**src/rtl/core/mcli_pkg.sv**
```systemverilog
// ----------------------------------------------------------------------------
// mcli_pkg
// Shared types and constants of the monotone curve interpolation core: the
// stored point format and the request and response bundles that pass between
// the sequencer, the fraction divider and the blend stage.
// ----------------------------------------------------------------------------
package mcli_pkg;

	// Width of a Q4.12 abscissa or ordinate.
	localparam int unsigned COORD_W = 16;
	// Width of the Q0.16 fraction, which can reach 1.0.
	localparam int unsigned FRAC_W = 17;
	// Width of a coordinate difference.
	localparam int unsigned DIFF_W = 17;
	// Width of the points_in_use register.
	localparam int unsigned COUNT_W = 7;
	// Width of the write index field.
	localparam int unsigned INDEX_W = 6;
	// Quotient bits produced by the serial divider, one per cycle.
	localparam int unsigned DIV_STEPS = 16;
	// Fraction value that stands for 1.0.
	localparam logic [FRAC_W-1:0] FRAC_ONE = 17'h1_0000;
	// Input function codes.
	localparam logic FUNC_WRITE = 1'b0;
	localparam logic FUNC_QUERY = 1'b1;

	// One stored curve point.
	typedef struct packed {
		logic signed [COORD_W-1:0] x;
		logic signed [COORD_W-1:0] y;
	} curve_point_t;

	// Request to the fraction divider: num and den are both positive, den > 0.
	typedef struct packed {
		logic               start;
		logic [COORD_W-1:0] num;
		logic [COORD_W-1:0] den;
	} div_req_t;

	// Divider result: floor(num * 65536 / den), saturated at 1.0.
	typedef struct packed {
		logic              done;
		logic [FRAC_W-1:0] frac;
	} div_rsp_t;

	// Request to the blend stage.
	typedef struct packed {
		logic                     start;
		logic [FRAC_W-1:0]        frac;
		logic signed [DIFF_W-1:0] dy;
		logic signed [COORD_W-1:0] y0;
	} blend_req_t;

	// Blend stage result.
	typedef struct packed {
		logic                      done;
		logic signed [COORD_W-1:0] value;
	} blend_rsp_t;

endpackage

```
**src/rtl/core/mcli_blend.sv**
```systemverilog
// ----------------------------------------------------------------------------
// mcli_blend
// Two-stage blend: multiplies the fraction by the segment rise, scales it
// back by 2^16 with truncation toward zero and adds the lower ordinate.
// ----------------------------------------------------------------------------
module mcli_blend (
	input  logic                 clk,
	input  logic                 arst_n,
	input  mcli_pkg::blend_req_t req,
	output mcli_pkg::blend_rsp_t rsp
);

	localparam int unsigned PW = mcli_pkg::FRAC_W + 1 + mcli_pkg::DIFF_W;

	logic                               valid_s1;
	logic                               valid_s2;
	logic signed [PW-1:0]               prod_s1;
	logic signed [mcli_pkg::COORD_W-1:0] y0_s1;
	logic signed [mcli_pkg::COORD_W-1:0] value_s2;
	logic signed [PW-1:0]               prod_adj;
	logic [mcli_pkg::COORD_W-1:0]       delta;

	// Stage valid bits.
	always_ff @(posedge clk or negedge arst_n) begin
		if (!arst_n) begin
			valid_s1 <= 1'b0;
			valid_s2 <= 1'b0;
		end else begin
			valid_s1 <= req.start;
			valid_s2 <= valid_s1;
		end
	end

	// Stage 1: signed product of the fraction and the rise.
	always_ff @(posedge clk) begin
		if (req.start) begin
			prod_s1 <= $signed({1'b0, req.frac}) * req.dy;
			y0_s1   <= req.y0;
		end
	end

	// A negative product is biased so that the shift truncates toward zero.
	always_comb begin
		prod_adj = prod_s1 + (prod_s1[PW-1] ? PW'(16'hFFFF) : PW'(0));
		delta    = prod_adj[16 +: mcli_pkg::COORD_W];
	end

	// Stage 2: add the scaled rise to the lower ordinate.
	always_ff @(posedge clk) begin
		if (valid_s1) begin
			value_s2 <= y0_s1 + $signed(delta);
		end
	end

	assign rsp.done  = valid_s2;
	assign rsp.value = value_s2;

endmodule

```
**config.mk**
```make
export PLATFORM = sky130hd
export DESIGN_NAME = mcli_blend
export DESIGN_NICKNAME = d
export VERILOG_FILES = /design/src/rtl/core/mcli_pkg.sv /design/src/rtl/core/mcli_blend.sv
export SDC_FILE = /design/constraint.sdc
export NUM_CORES = 1
export LEC_CHECK = 0
export BUFFER_PORTS_ARGS = -buffer_cell sky130_fd_sc_hd__clkbuf_2
export CAP_MARGIN = 10
export CORE_MARGIN = 5
export CORE_UTILIZATION = 43
export DETAILED_ROUTE_END_ITERATION = 8
export PLACE_DENSITY = 0.66
export SYNTH_ARGS = -nofsm -noshare
export SYNTH_HDL_FRONTEND = slang
export SYNTH_SLANG_ARGS = --single-unit
```
**constraint.sdc**
```tcl
create_clock -name clk -period 5.3 [get_ports clk]
set_clock_uncertainty 0.2 [all_clocks]
set_input_delay 1.06 -clock clk [delete_from_list [all_inputs] [get_ports clk]]
set_output_delay 1.06 -clock clk [all_outputs]
set_load 0.01 [all_outputs]
```
# --- After elaboration in Yosys (flattened, before gate mapping) ---
# Index checks and enable logic that the tools add are counted.
op_classes:
  n_mux: 1
  mul: 1
  n_addsub: 2
ops:
  columns: ["operator", "count"]
  rows:
  - ["$mul A18 B17 Y35", 1]
  - ["$add A32 B16 Y32", 1]
  - ["$add A16 B16 Y16", 1]
  - ["$mux W16", 1]
totals:
  in_bits: 53
  out_inout_bits: 17
  ff_bits: 69
  word_cells: 9

# --- Longest topological paths before layout ---
logic_depth:
  depth_word: 3
  mapped_depth: 24
  mapped_depth_nobuf: 22

# --- Least setup slack after synthesis ---
# OpenSTA, ideal clock, no wires.
synth_timing:
  path_type: "in2reg"
  startpoint: "input req[32] (netlist name)"
  endpoint: "register prod_s1[34] (data pin)"
  setup_time_ns: 0.260
  arrival_ns: 6.556
  path_stages: 21
  required_time_ns: 4.840
  slack_ns: -1.716
  path_buffers: 2
  path_cell_list: "inv_1 -> clkbuf_1 -> nor2_1 -> fa_1 -> fa_1 -> fa_1 -> fa_1 -> fa_1 -> inv_1 -> fa_1 -> inv_1 -> ha_1 -> buf_2 -> a21oi_1 -> o21ai_1 -> and2_0 -> a311o_1 -> a221o_1 -> a31oi_2 -> o21ai_1 -> xnor2_1"
synth_between:
  elab_chain_cells: 1
synth_lines:
  columns: ["item", "line_no", "source"]
  rows:
  - ["from (decl)", "mcli_blend.sv:9", "input mcli_pkg::blend_req_t req,"]
  - ["$mul A18 B17 Y35", "mcli_blend.sv:37", "prod_s1 <= $signed({1'b0, req.frac}) * req.dy;"]
  - ["to (signal assigned)", "mcli_blend.sv:37", null]
  - ["to (decl)", "mcli_blend.sv:17", "logic signed [PW-1:0] prod_s1;"]
# No other way between the ends.
# A chain may end at the register's enable or synchronous reset.

# --- Final worst setup path ---
layout_timing:
  startpoint: "input req[29] (netlist name)"
  endpoint: "register prod_s1[24] (data pin)"
# The elaborated chain is that of the path after synthesis.

==> results.txt <==
status -> finished, violations left
failing checks -> setup timing
row count -> 63
Crit path depth -> 20
mean area per synthesized cell -> 9.61 um2
area grow syn2layout -> 29.6%
Hold Vio Cnt, Final -> 0
CTS Buf Count -> 9
footprint of the multi-input gates -> 10700 um2
Worst R2R Setup Slack -> 0.62 ns
Chip Width -> 184 um
initial core utilization -> 43.8%
crit-path max FO -> 7
crit end category -> flip-flop
Die H -> 184 um
cells along the critical path -> clkbuf_8, and2_4, fa_1, inv_1, fa_1, inv_1, fa_1, fa_2, fa_1, inv_1, fa_1, inv_2, ha_4, and3_4, o2111a_1, a311o_1, buf_4, a221o_1, a21oi_2, xnor2_1
drt pass-1 iters -> 5
cell family with most CP delay -> adder cells
Synth area leaders -> fa_1 (35%), ha_1 (15%), edfxtp_1 (15%)
worst rel slew slack -> 54.8%
RSZ-0062 raised after global routing -> yes
FF+latch area -> 2000 um2
Top cell by count, worst path -> fa_1
io pins -> 70
asr flop ratio synth -> 2.99%
routed vias -> 10000
Syn Inst Count -> 1353
Final min period -> 6.40 ns
CTS root buf -> clkbuf_16
RR Endpoint -> value_s2[15]$_DFFE_PP_
Critical Path AT -> 6.28 ns
drt drc -> 0
area post-placement -> 15200 um2
kind of critical path -> in2reg
Final period util -> 121%
Synth top area share -> 34.6%
slowest cell on the critical path -> fa_1
setup ws final -> -1.10 ns
Cell Area, Synth -> 13000 um2
Post-synth EDFFs -> 65
Seq/Total Area, Yosys -> 15.4%
fmax -> 156 MHz
Ys Warns -> 0
Hold Buf Count CTS -> 0
port bufs -> 69
clock transition at the registers of the reported paths -> 0.05 ns
post-route cell area -> 16800 um2
Slew Limit Fails -> 0
Core Region -> 29700 um2
clk buf depth -> 2
CTS Sinks -> 67
layout cells sized above 1 -> 28.0%
Worst-Skew Late Latency -> 0.33 ns
hold crit path type -> in2async
number of diodes -> 0
vias in the first global route -> 10900
GP Congestion -> 0.900
DP HPWL -> 26600 um
starting DRC count in detailed routing -> 396
worst r2r src -> prod_s1[34]$_DFFE_PP_
H-tree lvl count -> 3
wire per inst -> 16.1 um
worst slew pin tran -> 0.678 ns
Worst EP required -> 5.18 ns
die area -> 33800 um2
Congestion Overflow GR -> 0
Via density -> 5.08
Synth cell types -> 47
Mapped Nets -> 1789
Synth Register Bits -> 67
pin count of the biggest net entering global routing -> 51
maxcap violations -> 0
GR Util All Layers -> 19.2%
initial antenna violation count -> 0
final WL -> 31800 um
FF-to-FF path depth -> 18
Yosys top cell by area -> fa_1
CP peak stage delay -> 0.55 ns
top_reg_cell synth -> edfxtp_1
setup violators final -> 22
CP Launch Type -> primary input
CTS tree -> built
first-pass GRT wire length -> 53000 um
Post-layout nets -> 2018
CP Buf/Inv Count -> 6
Filler Cells Inserted -> 2510
final antenna-violating net count -> 0
## synthesized netlist by cell type, drive strengths merged (9+ instances only)
master / n
a21o: 21
a21oi: 39
and2: 142
clkbuf: 42
edfxtp: 65
fa: 225
ha: 158
inv: 257
nand2: 166
nand2b: 9
nand3: 11
nand4: 14
nor2: 41
nor3: 16
o21ai: 29
xnor2: 35
xor2: 19
## sequential cells by signal, indices dropped and copies added (netlist names)
| signal | cells |
|---|---|
| value_s2 | 16 |
| y0_s1 | 16 |
| valid_s2 | 1 |
| valid_s1 | 1 |
| prod_s1 | 33 |
## cell families after synthesis
family | synth area share, %
buffers and inverters | 8.76
AOI/OAI and AO/OA | 6.43
xor gates and xnor gates | 3.81
muxes | 0.0770
DFF | 15.4
adders and majority gates | 49.8
and+or+nand+nor | 15.7
## stage by stage
stage / hold WS [ns] / utilization [%] / TNS, ns / instances / worst slack (ns)
2_1_floorplan: 0.326 / - / -14.27 / 1353 / -1.23
3_3_place_gp: 0.368 / 51.0 / -28.02 / 1929 / -1.52
3_5_place_dp: 0.376 / 51.0 / -29.32 / 1929 / -1.61
4_1_cts: 0.287 / 55.5 / -14.73 / 1966 / -1.04
5_1_grt: 0.302 / 56.7 / -18.43 / 1977 / -1.25
6_report: 0.303 / 56.7 / -15.62 / 1977 / -1.10
## how the worst max path moves through the flow
stage                     startpoint               endpoint  slack, ns
after global routing         req[23]  prod_s1[34]$_DFFE_PP_      -1.25
after global placement       req[42]  prod_s1[34]$_DFFE_PP_      -1.52
final                        req[29]  prod_s1[24]$_DFFE_PP_      -1.10
after CTS                    req[23]  prod_s1[24]$_DFFE_PP_      -1.04
after floorplan              req[39]  prod_s1[34]$_DFFE_PP_      -1.23
after detailed placement     req[42]  prod_s1[34]$_DFFE_PP_      -1.61
## cell type report
class	instances	area share, %
repair buffers	263	14.0
inverters	257	5.75
clock buffers	10	1.36
multi-input cells	984	63.8
well taps	390	2.90
clock inverters	6	0.334
flip-flops and latches	67	11.9
## routing by layer
metal  vias up  GRT usage, %  share of wire, %
li1       4702             -                 -
met1      4998          24.9                41
met2       254          33.5                51
met3        81          2.71               4.7
met4         0          5.97               2.9
met5         -             0                 0
## repair_timing
item	in CTS	in global routing
resized for setup	193	66
pin swaps	78	62
gates cloned	1	0
buffers inserted	20	13
endpoints found under the setup margin	23	24
## cells in the final DEF (no fill, tap or decap), types with 4 or more instances in the layout
| master | synthesis | final |
|---|---|---|
| inv_1 | 257 | 233 |
| fa_1 | 225 | 211 |
| buf_4 | 1 | 144 |
| nand2_1 | 166 | 143 |
| ha_1 | 158 | 135 |
| and2_1 | 141 | 122 |
| edfxtp_1 | 65 | 65 |
| buf_6 | 0 | 42 |
| clkbuf_2 | 0 | 40 |
| xnor2_1 | 35 | 31 |
| nor2_1 | 41 | 30 |
| inv_2 | 0 | 23 |
| a21o_1 | 21 | 21 |
| a21oi_1 | 38 | 20 |
| ha_4 | 0 | 20 |
| and2_4 | 0 | 19 |
| xor2_1 | 19 | 18 |
| clkbuf_8 | 0 | 18 |
| clkbuf_16 | 0 | 17 |
| nand4_1 | 14 | 14 |
| nand2_2 | 0 | 14 |
| fa_2 | 0 | 14 |
| nor3_1 | 16 | 13 |
| a21oi_2 | 1 | 12 |
| nand3_1 | 11 | 11 |
| o21ai_0 | 25 | 10 |
| nand2_4 | 0 | 9 |
| o21ai_1 | 4 | 8 |
| nand2b_1 | 9 | 8 |
| nor2_4 | 0 | 7 |
| a21oi_4 | 0 | 7 |
| o21a_1 | 7 | 7 |
| o21bai_1 | 7 | 6 |
| o21ai_2 | 0 | 6 |
| o21ai_4 | 0 | 5 |
| nor2b_1 | 6 | 5 |
| buf_8 | 0 | 5 |
| nor2_2 | 0 | 4 |
| xnor2_2 | 0 | 4 |
| a31oi_1 | 6 | 4 |
Power is not shown: default switching activity piles up to over one toggle a cycle in this logic, so the estimate is an artifact.
