**config.mk**
```make
export PLATFORM = sky130hd
export DESIGN_NAME = mcli_frac_div
export DESIGN_NICKNAME = d
export VERILOG_FILES = /design/src/rtl/core/mcli_pkg.sv /design/src/rtl/core/mcli_frac_div.sv
export SDC_FILE = /design/constraint.sdc
export NUM_CORES = 1
export LEC_CHECK = 0
export BUFFER_PORTS_ARGS = -buffer_cell sky130_fd_sc_hd__buf_2
export CAP_MARGIN = 30
export CORE_MARGIN = 4
export CORE_UTILIZATION = 40
export DETAILED_ROUTE_END_ITERATION = 16
export PLACE_DENSITY = 0.6
export SLEW_MARGIN = 20
export SYNTH_ARGS = -nofsm -noshare
export SYNTH_HDL_FRONTEND = slang
export SYNTH_SLANG_ARGS = --single-unit
```
**constraint.sdc**
```tcl
create_clock -name clk -period 2.92 [get_ports clk]
set_clock_uncertainty 0.2 [all_clocks]
set_input_delay 0.146 -clock clk [delete_from_list [all_inputs] [get_ports clk]]
set_output_delay 0.146 -clock clk [all_outputs]
set_load 0.005 [all_outputs]
```
**src/rtl/core/mcli_pkg.sv**
```systemverilog
// ----------------------------------------------------------------------------
// mcli_pkg
// Shared types and constants of the monotone curve interpolation core: the
// stored point format and the request and response bundles that pass between
// the sequencer, the fraction divider and the blend stage.
// ----------------------------------------------------------------------------
package mcli_pkg;

	// Width of a Q4.12 abscissa or ordinate.
	localparam int unsigned COORD_W = 16;
	// Width of the Q0.16 fraction, which can reach 1.0.
	localparam int unsigned FRAC_W = 17;
	// Width of a coordinate difference.
	localparam int unsigned DIFF_W = 17;
	// Width of the points_in_use register.
	localparam int unsigned COUNT_W = 7;
	// Width of the write index field.
	localparam int unsigned INDEX_W = 6;
	// Quotient bits produced by the serial divider, one per cycle.
	localparam int unsigned DIV_STEPS = 16;
	// Fraction value that stands for 1.0.
	localparam logic [FRAC_W-1:0] FRAC_ONE = 17'h1_0000;
	// Input function codes.
	localparam logic FUNC_WRITE = 1'b0;
	localparam logic FUNC_QUERY = 1'b1;

	// One stored curve point.
	typedef struct packed {
		logic signed [COORD_W-1:0] x;
		logic signed [COORD_W-1:0] y;
	} curve_point_t;

	// Request to the fraction divider: num and den are both positive, den > 0.
	typedef struct packed {
		logic               start;
		logic [COORD_W-1:0] num;
		logic [COORD_W-1:0] den;
	} div_req_t;

	// Divider result: floor(num * 65536 / den), saturated at 1.0.
	typedef struct packed {
		logic              done;
		logic [FRAC_W-1:0] frac;
	} div_rsp_t;

	// Request to the blend stage.
	typedef struct packed {
		logic                     start;
		logic [FRAC_W-1:0]        frac;
		logic signed [DIFF_W-1:0] dy;
		logic signed [COORD_W-1:0] y0;
	} blend_req_t;

	// Blend stage result.
	typedef struct packed {
		logic                      done;
		logic signed [COORD_W-1:0] value;
	} blend_rsp_t;

endpackage

```
**src/rtl/core/mcli_frac_div.sv**
```systemverilog
// ----------------------------------------------------------------------------
// mcli_frac_div
// Restoring divider that forms the Q0.16 segment fraction one bit per cycle.
// ----------------------------------------------------------------------------
module mcli_frac_div (
	input  logic               clk,
	input  logic               arst_n,
	input  mcli_pkg::div_req_t req,
	output mcli_pkg::div_rsp_t rsp
);

	localparam int unsigned CW = $clog2(mcli_pkg::DIV_STEPS);

	logic                             busy_q;
	logic                             done_q;
	logic [CW-1:0]                    cnt_q;
	logic [mcli_pkg::COORD_W-1:0]     den_q;
	logic [mcli_pkg::COORD_W-1:0]     rem_q;
	logic [mcli_pkg::DIV_STEPS-1:0]   quo_q;
	logic [mcli_pkg::FRAC_W-1:0]      frac_q;
	logic [mcli_pkg::COORD_W:0]       rem_dbl;
	logic                             quo_bit;
	logic [mcli_pkg::COORD_W:0]       rem_sub;
	logic                             saturate;

	// A numerator at or above the denominator gives a fraction of 1.0 or
	// more, which clamps to 1.0 at once.
	assign saturate = (req.num >= req.den);

	// One restoring step: shift the remainder and try to subtract.
	always_comb begin
		rem_dbl = {rem_q, 1'b0};
		rem_sub = rem_dbl - {1'b0, den_q};
		quo_bit = (rem_dbl >= {1'b0, den_q});
	end

	// Control.
	always_ff @(posedge clk or negedge arst_n) begin
		if (!arst_n) begin
			busy_q <= 1'b0;
			done_q <= 1'b0;
			cnt_q  <= '0;
		end else begin
			done_q <= 1'b0;
			if (req.start) begin
				busy_q <= !saturate;
				done_q <= saturate;
				cnt_q  <= '0;
			end else if (busy_q) begin
				cnt_q <= cnt_q + 1'b1;
				if (cnt_q == CW'(mcli_pkg::DIV_STEPS - 1)) begin
					busy_q <= 1'b0;
					done_q <= 1'b1;
				end
			end
		end
	end

	// Datapath.
	always_ff @(posedge clk) begin
		if (req.start) begin
			den_q  <= req.den;
			rem_q  <= req.num;
			quo_q  <= '0;
			frac_q <= mcli_pkg::FRAC_ONE;
		end else if (busy_q) begin
			rem_q  <= quo_bit ? rem_sub[mcli_pkg::COORD_W-1:0]
			                  : rem_dbl[mcli_pkg::COORD_W-1:0];
			quo_q  <= {quo_q[mcli_pkg::DIV_STEPS-2:0], quo_bit};
			frac_q <= {1'b0, quo_q[mcli_pkg::DIV_STEPS-2:0], quo_bit};
		end
	end

	assign rsp.done = done_q;
	assign rsp.frac = frac_q;

endmodule

```
Word-level counts from Yosys, hierarchy flattened
Cells that the tools add are included.
{ "word_totals": {"in_bits": 35, "out_inout_bits": 18, "rom_bits": 0, "mem_bits_rw": 0, "latchBits": 0, "memories": 0, "reg_bits": 70} }
{ "op_classes": {"div": 0, "n_lt_le_gt_ge": 2, "n_mux": 11, "addsub": 2, "n_eq_ne": 1, "bitwise": 0, "mul": 0, "n_reduce_logical": 2, "shift": 0} }
{ "ops": {"columns": ["operator", "n"], "rows": [
  ["$mux 16", 3],
  ["$ge 17x16->1", 1],
  ["$ge 16x16->1", 1],
  ["$sub 16x16->16", 1],
  ["$mux 4", 2],
  ["$mux 1", 6],
  ["$add 4x1->4 const B", 1],
  ["$eq 4x4->1 const B", 1],
  ["$reduce_bool 2->1", 1],
  ["$logic_not 1->1", 1]
]} }

Logic depth before layout (Yosys ltp)
Gate-level depths: netlist of run 1.
{ "depth": {"depth_word": 4, "depth_mapped": 11, "ltp_nobuf": 9} }

Worst setup path after synthesis of run 1
OpenSTA, ideal clock, no wires.
{ "synth_path": {"kind": "register to register", "from": "register rem_q[13] (netlist name)", "to": "register rem_q[10] (netlist name), data pin", "path_stages_with_launch": 9, "setup_slack_ns": 0.499, "arrival_time_ns": 1.950, "path_buffers": 1, "t_required_ns": 2.449, "synth_period_minus_slack_ns": 2.421, "cell_sequence": "edfxtp_1 > ha_1 > a21o_1 > a211oi_4 > o41ai_4 > a21oi_4 > buf_6 > mux2i_1 > a21oi_1"} }
{ "synth_between": {"elab_chain_cells": 4} }
{ "synth_rtl": {"columns": ["item", "line", "rtl"], "rows": [
  ["start, declared", "mcli_frac_div.sv:18", "logic [mcli_pkg::COORD_W-1:0] rem_q;"],
  ["start signal, assigned", "mcli_frac_div.sv:63", "rem_q <= req.num;"],
  ["start signal, assigned", "mcli_frac_div.sv:67", "rem_q <= quo_bit ? rem_sub[mcli_pkg::COORD_W-1:0]"],
  ["$ge 17x16->1", "mcli_frac_div.sv:34", "quo_bit = (rem_dbl >= {1'b0, den_q});"],
  ["$mux 16", "mcli_frac_div.sv:67", null],
  ["$mux 16", "mcli_frac_div.sv:66", "end else if (busy_q) begin"],
  ["$mux 16", "mcli_frac_div.sv:61", "if (req.start) begin"]
]} }
No other way between the ends. The select of a mux whose other input is x is not followed.
A chain may end at the register's enable or synchronous reset.

Worst setup path in the final report of run 1
{ "layout_path": {"from": "register rem_q[13] (netlist name)", "to": "register rem_q[7] (netlist name), data pin"} }
The elaborated chain is that of the path after synthesis.

==> results of run 1 <==
[layer usage]
layer	routed length, um	part of all wire	GRT usage
met1	3550	0.46	0.220
met2	3780	0.49	0.270
met3	329	0.042	0.0298
met4	119	0.015	0.0477
met5	0	0	0
[what timing repair did]
item | CTS | global route
endpoints found under the hold margin | 37 | 0
setup endpoints to repair | 0 | 1
hold buffers | 33 | 0
buffers inserted | 0 | 2
[cells in the mapped netlist (3+ instances only)]
| cell | instances |
|---|---|
| a21o_1 | 10 |
| a21oi_1 | 27 |
| a21oi_2 | 3 |
| a2bb2oi_1 | 3 |
| clkbuf_1 | 7 |
| dfrtp_1 | 6 |
| dfxtp_1 | 17 |
| edfxtp_1 | 32 |
| ha_1 | 33 |
| inv_1 | 38 |
| mux2i_1 | 20 |
| nand2_1 | 19 |
| nand2b_1 | 8 |
| nand3_1 | 9 |
| nand4_1 | 7 |
| nor2_1 | 31 |
| nor3_1 | 4 |
| o21ai_0 | 10 |
| o21ai_1 | 3 |
| o311ai_1 | 6 |
| or3b_1 | 3 |
| xnor2_1 | 4 |
| xor2_1 | 9 |
[cell usage in the layout (no fill, tap or decap), types with 2 or more instances in the layout]
master,n
o21ai_0,10
xnor2_1,4
nand2b_1,8
dlygate4sd3_1,33
dfxtp_1,17
o311ai_1,6
a21o_1,10
nand2_1,19
nand3_1,9
ha_1,33
dfrtp_1,6
a21oi_1,27
a211oi_1,2
o21ai_1,3
a21oi_2,3
a2bb2oi_1,3
and4_1,2
nor3_1,4
nor2_1,31
buf_2,52
clkbuf_8,5
buf_4,7
mux2i_1,20
xor2_1,9
inv_1,38
edfxtp_1,32
or3b_1,3
o211ai_1,2
nand4_1,7
[layout make-up]
| cell class | instances | area share |
|---|---|---|
| sequential | 55 | 0.342 |
| inverter | 38 | 0.0336 |
| clock inverter | 3 | 0.00649 |
| timing repair buffer | 92 | 0.152 |
| clock buffer | 5 | 0.0162 |
| multi-input combinational | 238 | 0.419 |
| tap | 105 | 0.0310 |
[through the flow]
stage / std cells / instance area (sq um)
6_report: 536 / 4240
5_1_grt: 536 / 4240
4_1_cts: 534 / 4230
3_5_place_dp: 493 / 3800
3_3_place_gp: 493 / 3800
2_1_floorplan: 344 / 3430
[worst min-delay path, stage by stage]
cell,delay [ns]
buf_2,0.09
and2_1,0.13
a311o_1,0.10
[power by group through the flow]
stage / combinational [W] / clock [W] / sequential (W)
CTS: 0.00108 / 0.000474 / 0.00101
global placement: 0.00103 / 0 / 0.00103
floorplan: 0.000822 / 0 / 0.00101
finish: 0.00109 / 0.000458 / 0.00101
global route: 0.00123 / 0.000503 / 0.00103
detailed placement: 0.00104 / 0 / 0.00103
[sequential cells by signal (all words and copies together) (netlist names)]
name    flops
quo_q      14
rem_q      16
den_q      16
done_q      1
frac_q      3
busy_q      1
cnt_q       4
[logic make-up (layout without fill, tap and decap cells)]
family                     after synthesis  after routing  synth area share
AOI/OAI and AO/OA                       81             81             0.169
xor gates and xnor gates                13             13            0.0332
adders and majority gates               34             34             0.126
buffers and inverters                   51            138            0.0598
DFF                                     55             55             0.423
muxes                                   21             21            0.0616
and+or+nand+nor                         89             89             0.127
[worst paths after layout]
path	start	to	slack, ns	depth (start not counted)
min reg2reg	frac_q[16]	frac_q[16]	0.27	1
min	req[25]	rem_q[9]	0.05	3
min in group asynchronous	arst_n	cnt_q[1]	0.54	3
max in group asynchronous	arst_n	cnt_q[3]	1.77	3
max	rem_q[13]	rem_q[7]	0.17	8
max reg2reg	rem_q[13]	rem_q[7]	0.17	8
==> summary.txt, run 1 <==
Yosys
  – Ys flop type: edfxtp_1
  – Yosys Warn Count: 0
  – Post-synth EDFFs: 32
  – Seq/Total Area, Yosys: 0.423
  – Netlist cell types: 53
  – Proportion of synthesized flip-flops having asynchronous set or reset: 0.109
  – Area share of the leading cell type in the synthesized netlist: 0.280
  – Net Count, Synth: 413
  – Synth area leader: edfxtp_1
  – Synthesized area: 0.00343 sq mm
  – Ranking of synthesized cells by area: edfxtp_1, ha_1, dfxtp_1, mux2i_1, dfrtp_1
  – Yosys reg bits: 55
  – Synth Instances: 344
  – Mean post-synth cell area: approximately 10 sq um

Clock tree
  – Maximum root-to-sink buffer count: 2
  – Root Driver: clkbuf_8
  – CTS sink cnt: 55
  – CTS clock-pin slew for the worst setup and hold paths: 0.11 ns
  – CTS tree: built
  – Post_cts resized: 0
  – Num CTS Buffers: 5
  – H-tree depth: 2
  – Later-pin clock latency in the skew report: roughly 0.32 ns

Flow run
  – Total of max-cap violations: 0

Power and ir drop
  – Peak VDD IR: about 0.26 mV
  – Total Power: approximately 0.0026 W
  – Static leakage: a little under 2 nW
  – Comb power frac: 0.427
  – Sw Share: 0.369
  – PwrDens: 605 mW/mm^2
  – Clock Power Share: 0.178
  – Seq pwr share: 0.395
  – Internal power: 0.00162 W
  – Sw Pwr: between 0.0009 and 0.001 W

Floorplan
  – DIE AREA: 0.0101 sq mm
  – Die Width: a little over 100 um
  – IO Pins: 53
  – Die height: ~100 um
  – CORE AREA: between 0.008 and 0.009 sq mm
  – Row cnt: 33
  – Initial Util: 0.414

Placed design
  – Port buffer count: between 50 and 60
  – Routability cong.: 0.829
  – Placed wire-length estimate: 5630 um
  – DP Worst Slack: roughly 0.15 ns

Critical path
  – CP endpoint kind: flip-flop
  – Slowest-stage cell, CP: edfxtp_1
  – WP buf/inv: 1
  – WS Path Type: flip-flop to flip-flop
  – Critical path required time: 2.79 ns
  – Top delay family on crit path: compound AO/OA/AOI/OAI gates
  – Crit path launch type: flip-flop
  – Critical path fanouts, max: 14
  – CP Cell Sequence: ha_1 > a21o_1 > a211oi_4 > o41ai_4 > a21oi_4 > buf_4 > mux2i_1 > a21oi_1
  – Arrival @ worst endpoint: 2.62 ns
  – CP peak stage delay: 0.41 ns

GRT
  – Total GRT Usage: 0.164
  – Global route total overflow: 0
  – First-pass GRT wire length: approximately 13000 um
  – Vias in the first global route: 2752
  – Largest net degree at the start of global routing: between 50 and 60
  – Initial antenna violation count: 0

Drt
  – DRC: 0
  – Drt first pass iters: 4
  – 1st-iter DRT viols: 136
  – Post-route ant nets: 0
  – Avg Vias per Cell: 5.16
  – Routed WL per cell: about 15 um
  – Via Count: 2768
  – Routed wire length: 7770 um

Timing
  – Final Setup Violations: 0
  – Hold Vio Cnt, Final: 0
  – Worst-Margin Slew: 0.792 ns
  – Relative slew slack: 0.471
  – Min Clock Period, post-route: 2.75 ns
  – Final WS setup: 0.175 ns
  – RSZ-0062 raised after global routing: no
  – Achievable clock frequency: 364 MHz
  – Worst Hold Slack: 0.0458 ns
  – Fin crit share: 0.940
  – Max-slew violations: 0
  – Setup TNS: 0 ns

Status
  – Status: finished clean

Layout
  – Multi-input gate area: around 0.0018 sq mm
  – Fillers: ~720
  – Share of cells above drive strength 1: 0.183
  – Layout area overhead: 23.6%
  – Layout Nets: between 400 and 500
  – Register Area: 0.00145 sq mm
  – Final core occ: 0.511
  – Antenna diode count: 0

Min path
  – HP Class: input port to flip-flop
Power figures use the tool's default switching activity.
==> inputs of run 2 (changes only) <==
- clock period: 2.92 -> 3.5 ns (I/O delays scaled with it)
==> run 2 against run 1 <==
Against the previous run:
- first-iteration DRC count is 2.9% higher
- clock-buffer cell count stayed put
- global-route usage is 0.51 points lower
- cell count is 2.6% lower
- worst setup slack better by 0.35 ns
- die area stayed put
- largest power group unchanged
==> summary.txt, run 2 (synthesis results as in run 1) <==
Layout
  – Biggest regs: den_q: 16 flops, rem_q: 16 flops, quo_q: 14 flops
  – Commonest non-fill, non-tap cell in the layout: buf_2
  – Share of cells above drive strength 1: 0.180
  – Most frequent cells in the layout: buf_2, inv_1, ha_1, edfxtp_1, nor2_1
  – Post-Layout Inst Area: 0.00410 sq mm
  – Layout Nets: 485
  – Fillers: 780
  – Layout area overhead: 19.5%
  – Multi-input gate area: 0.00178 sq mm
  – Register Area: 0.00145 sq mm
  – Antenna diode count: 0

Floorplan
  – Die Width: 101 um
  – DIE AREA: 0.0101 sq mm
  – IO Pins: 53
  – Die height: between 100 and 150 um
  – Row cnt: 33
  – CORE AREA: 0.00830 sq mm
  – Initial Util: 0.414

Flow run
  – Total of max-cap violations: 0

GRT
  – Vias in the first global route: around 2700
  – First-pass GRT wire length: between 10000 and 15000 um
  – Met2 Usage GRT: 0.262
  – Total GRT Usage: 0.159
  – M1 GR Usage: 0.216
  – Initial antenna violation count: 0
  – Met3 usage: 0.0284
  – Largest net degree at the start of global routing: 40
  – Global route total overflow: 0
  – Global routing's busiest layer: met2

Power and ir drop
  – Static leakage: 1.92 nW
  – Internal power: 0.00132 W
  – Clock Power Share: 0.173
  – Seq pwr share: 0.405
  – Sw Share: 0.368
  – Sw Pwr: 0.000767 W
  – Total Power: 0.00208 W
  – Peak VDD IR: 0.207 mV
  – Comb power frac: 0.421
  – PwrDens: 508 mW/mm^2

Critical path
  – Worst R2R Path Depth: 7
  – CP Cell Sequence: ha_1 > a21o_1 > a211oi_4 > o41ai_4 > a21oi_4 > nor3_1 > a311o_1
  – CP peak stage delay: 0.59 ns
  – CP endpoint kind: flip-flop
  – Critical path fanouts, max: 27
  – R2R Setup Slk: 0.52 ns
  – Critical path required time: 3.37 ns
  – Slowest-stage cell, CP: a21oi_4
  – WS Path Type: flip-flop to flip-flop
  – R2R Path Start: rem_q[13]
  – RR Endpoint: rem_q[9]
  – Arrival @ worst endpoint: approximately 2.9 ns
  – Crit path launch type: flip-flop

Placed design
  – Routability cong.: 0.855
  – Placed wire-length estimate: 5680 um
  – Placed cell area: 0.00378 sq mm
  – Port buffer count: 52
  – DP Worst Slack: 0.519 ns

Drt
  – DRC: 0
  – Routed WL per cell: around 15 um
  – Avg Vias per Cell: 5.22
  – Via Count: 2723
  – Post-route ant nets: 0
  – 1st-iter DRT viols: 140
  – Drt first pass iters: 4
  – Routed wire length: 7630 um

Timing
  – RSZ-0062 raised after global routing: no
  – Relative slew slack: 0.505
  – Hold Vio Cnt, Final: 0
  – Achievable clock frequency: 336 MHz
  – Final Setup Violations: 0
  – Setup TNS: 0 ns
  – Worst Hold Slack: 0.00539 ns
  – Worst-Margin Slew: roughly 0.74 ns
  – Final WS setup: between 0.5 and 0.6 ns
  – Min Clock Period, post-route: 2.98 ns
  – Fin crit share: 0.851
  – Max-slew violations: 0

Clock tree
  – CTS tree: built
  – Maximum root-to-sink buffer count: 2
  – Post_cts resized: 0
  – CTS clock-pin slew for the worst setup and hold paths: 0.10 ns
  – Later-pin clock latency in the skew report: roughly 0.31 ns
  – CTS sink cnt: 55
  – Setup bufs post-CTS: 0
  – H-tree depth: 2
  – Root Driver: clkbuf_8
  – Num CTS Buffers: 5

Status
  – Status: finished clean

Min path
  – HP Class: input port to async pin
## run 2: cell types whose count changed in the layout (fill, tap and decap cells not counted), sizes merged
cell / change
buf: -4
inv: -1
dlygate4sd3: -10
clkinvlp: -1
clkinv: +2
## run 2: metal layers
metal / vias to the layer above / wire length [um]
met4: 0 / 107
met1: 1285 / 3600
met5: - / 0
li1: 1377 / -
met2: 52 / 3680
met3: 9 / 246
## run 2: layout make-up
type,instances,share of cell area
inverters,38,0.0348
repair buffers,78,0.125
well taps,105,0.0320
clock buffers,5,0.0168
flip-flops and latches,55,0.354
multi-input cells,238,0.433
clock inverters,3,0.00458
## run 2: power by group through the flow
| stage | clock network (W) | registers [W] | logic [W] |
|---|---|---|---|
| floorplan | 0 | 0.000845 | 0.000686 |
| global placement | 0 | 0.000856 | 0.000851 |
| detailed placement | 0 | 0.000860 | 0.000856 |
| CTS | 0.000370 | 0.000845 | 0.000882 |
| global route | 0.000396 | 0.000856 | 0.000989 |
| finish | 0.000361 | 0.000845 | 0.000878 |
## run 2: how the worst max path moves through the flow
stage,from,cells after the start,end
2_1_floorplan,rem_q[13],8,rem_q[10]
3_3_place_gp,rem_q[13],7,rem_q[9]
3_5_place_dp,rem_q[13],7,rem_q[9]
4_1_cts,rem_q[13],7,rem_q[9]
5_1_grt,rem_q[13],7,rem_q[9]
6_report,rem_q[13],7,rem_q[9]
## run 2: per-stage QoR
step            util  instances
2_1_floorplan      -        344
3_3_place_gp   0.456        491
3_5_place_dp   0.456        491
4_1_cts        0.494        522
5_1_grt        0.494        522
6_report       0.494        522
## run 2: worst max-delay path, delay by kind of cell, from the launching register on
family	cells	cell delay (ns)
AO/OA/AOI/OAI	5	1.63
flip-flops	1	0.41
adder cells (fa/ha/maj)	1	0.35
AND/OR/NAND/NOR	1	0.12
## run 2: repair_timing
action | 4_1_cts | 5_1_grt
setup endpoints to repair | 0 | 0
hold buffers | 23 | 0
hold endpoints to repair | 28 | 0
==> inputs of run 3 (changes only) <==
- BUFFER_PORTS_ARGS: -buffer_cell sky130_fd_sc_hd__buf_2 -> -buffer_cell sky130_fd_sc_hd__clkbuf_2
==> run 3 against run 2 <==
Against the previous run:
- clock-buffer cell count grew 1
- largest cell class unchanged
- combinational power is essentially flat
- sequential cell count is the same
==> summary.txt, run 3 (synthesis results as in run 1) <==
GRT
  – Vias in the first global route: between 2000 and 3000
  – Global route total overflow: 0
  – First-pass GRT wire length: 13100 um
  – Total GRT Usage: 0.160
  – Largest net degree at the start of global routing: 33
  – Initial antenna violation count: 0

Critical path
  – Critical path fanouts, max: 27
  – Crit path from: rem_q[13]
  – CP endpoint kind: flip-flop
  – Crit path launch type: flip-flop
  – R2R Path Start: rem_q[13]
  – Arrival @ worst endpoint: 2.82 ns
  – Critical path required time: between 3 and 4 ns
  – WS Path Type: flip-flop to flip-flop
  – Worst R2R Path Depth: 7

Layout
  – Share of cells above drive strength 1: 0.179
  – Most frequent cells in the layout: clkbuf_2, inv_1, ha_1, edfxtp_1, nor2_1
  – Post-Layout Inst Area: around 0.0041 sq mm
  – Biggest regs: den_q: 16 flops, rem_q: 16 flops, quo_q: 14 flops
  – Fillers: around 780
  – Post-route insts no fill: 524
  – Register Area: 0.00145 sq mm
  – Antenna diode count: 0
  – Layout area overhead: 20.5%
  – Commonest non-fill, non-tap cell in the layout: clkbuf_2
  – Layout Nets: 487
  – Multi-input gate area: 0.00178 sq mm
  – Final core occ: 0.498

Power and ir drop
  – Internal power: ~0.0013 W
  – Static leakage: 1.93 nW
  – Clock Power Share: 0.185
  – Seq pwr share: 0.399
  – Sw Pwr: around 0.00077 W
  – PwrDens: between 500 and 600 mW/mm^2
  – Comb power frac: 0.416
  – Total Power: 0.00212 W
  – Peak VDD IR: 0.234 mV
  – Sw Share: 0.365

Drt
  – Routed WL per cell: 14.5 um
  – Routed wire length: 7600 um
  – Via Count: 2666
  – Avg Vias per Cell: approximately 5.1
  – DRC: 0
  – 1st-iter DRT viols: around 110
  – Post-route ant nets: 0
  – Drt first pass iters: 4

Timing
  – Final Setup Violations: 0
  – RSZ-0062 raised after global routing: no
  – Fin crit share: 0.841
  – Hold Vio Cnt, Final: 0
  – Max-slew violations: 0
  – Setup TNS: 0 ns
  – Relative slew slack: 0.501
  – Min Clock Period, post-route: 2.94 ns
  – Achievable clock frequency: 340 MHz
  – Worst-Margin Slew: 0.747 ns

Clock tree
  – Num CTS Buffers: 5
  – H-tree depth: 2
  – Maximum root-to-sink buffer count: 2
  – Later-pin clock latency in the skew report: 0.31 ns
  – Setup bufs post-CTS: 0
  – CTS clock-pin slew for the worst setup and hold paths: 0.10 ns
  – CTS tree: built
  – Root Driver: clkbuf_8
  – CTS sink cnt: 55

Floorplan
  – CORE AREA: 0.00830 sq mm
  – Die height: 101 um
  – IO Pins: 53
  – Row cnt: 33
  – Initial Util: 0.414
  – Die Width: 101 um
  – DIE AREA: 0.0101 sq mm

Placed design
  – Routability cong.: 0.810
  – Placed cell count: 491
  – Placed wire-length estimate: 5730 um
  – Port buffer count: 52
  – Placed cell area: around 0.0038 sq mm

Flow run
  – Total of max-cap violations: 0

Min path
  – HP Class: input port to flip-flop
  – Hold path depth: 3
  – Hold Startpoint: req[23]

Status
  – Status: finished clean
==> run 3: power by group through the flow <==
stage	registers (W)	clock network, W	logic, W
floorplan	0.000845	0	0.000686
global placement	0.000857	0	0.000849
detailed placement	0.000861	0	0.000854
CTS	0.000846	0.000411	0.000885
global route	0.000856	0.000430	0.000990
finish	0.000845	0.000392	0.000881
==> run 3: timing repair <==
item                                    4_1_cts  5_1_grt
endpoints found under the setup margin        0        0
hold buffers                                 25        0
hold endpoints to repair                     30        0
gates resized for setup                       0        0
==> run 3: critical path: stages, from the launching register on <==
cell      delay (ns)
edfxtp_1        0.40
ha_1            0.35
a21o_1          0.25
a211oi_4        0.31
o41ai_4         0.14
a21oi_4         0.60
nor3_1          0.11
a311o_1         0.34
==> run 3: final cells by class <==
cell class              instances  area share
clock buffers                   6      0.0200
clock inverters                 2     0.00484
inverters                      38      0.0345
multi-input cells             238       0.429
flip-flops and latches         55       0.351
well taps                     105      0.0318
repair buffers                 80       0.129
==> run 3: per-stage QoR <==
step                      worst slack, ns  hold WS (ns)
after CTS                           0.539      0.000971
after global placement              0.624        -0.186
after floorplan                      1.08        -0.321
after global routing                0.350        0.0208
after detailed placement            0.572        -0.185
final                               0.557       0.00987
==> run 3: layer usage <==
| metal | vias up | share of wire | global-route usage |
|---|---|---|---|
| met3 | 7 | 0.028 | 0.0256 |
| met4 | 0 | 0.011 | 0.0435 |
| met2 | 38 | 0.49 | 0.273 |
| met1 | 1244 | 0.47 | 0.210 |
| met5 | - | 0 | 0 |
| li1 | 1377 | - | - |
==> run 3: worst paths after layout <==
check | endpoint | slack, ns
max in group asynchronous | busy_q | 2.93
worst min-delay path | rem_q[7] | 0.01
worst max register to register | rem_q[9] | 0.56
worst max-delay path | rem_q[9] | 0.56
worst min register to register | frac_q[16] | 0.28
min in group asynchronous | cnt_q[1] | 0.02
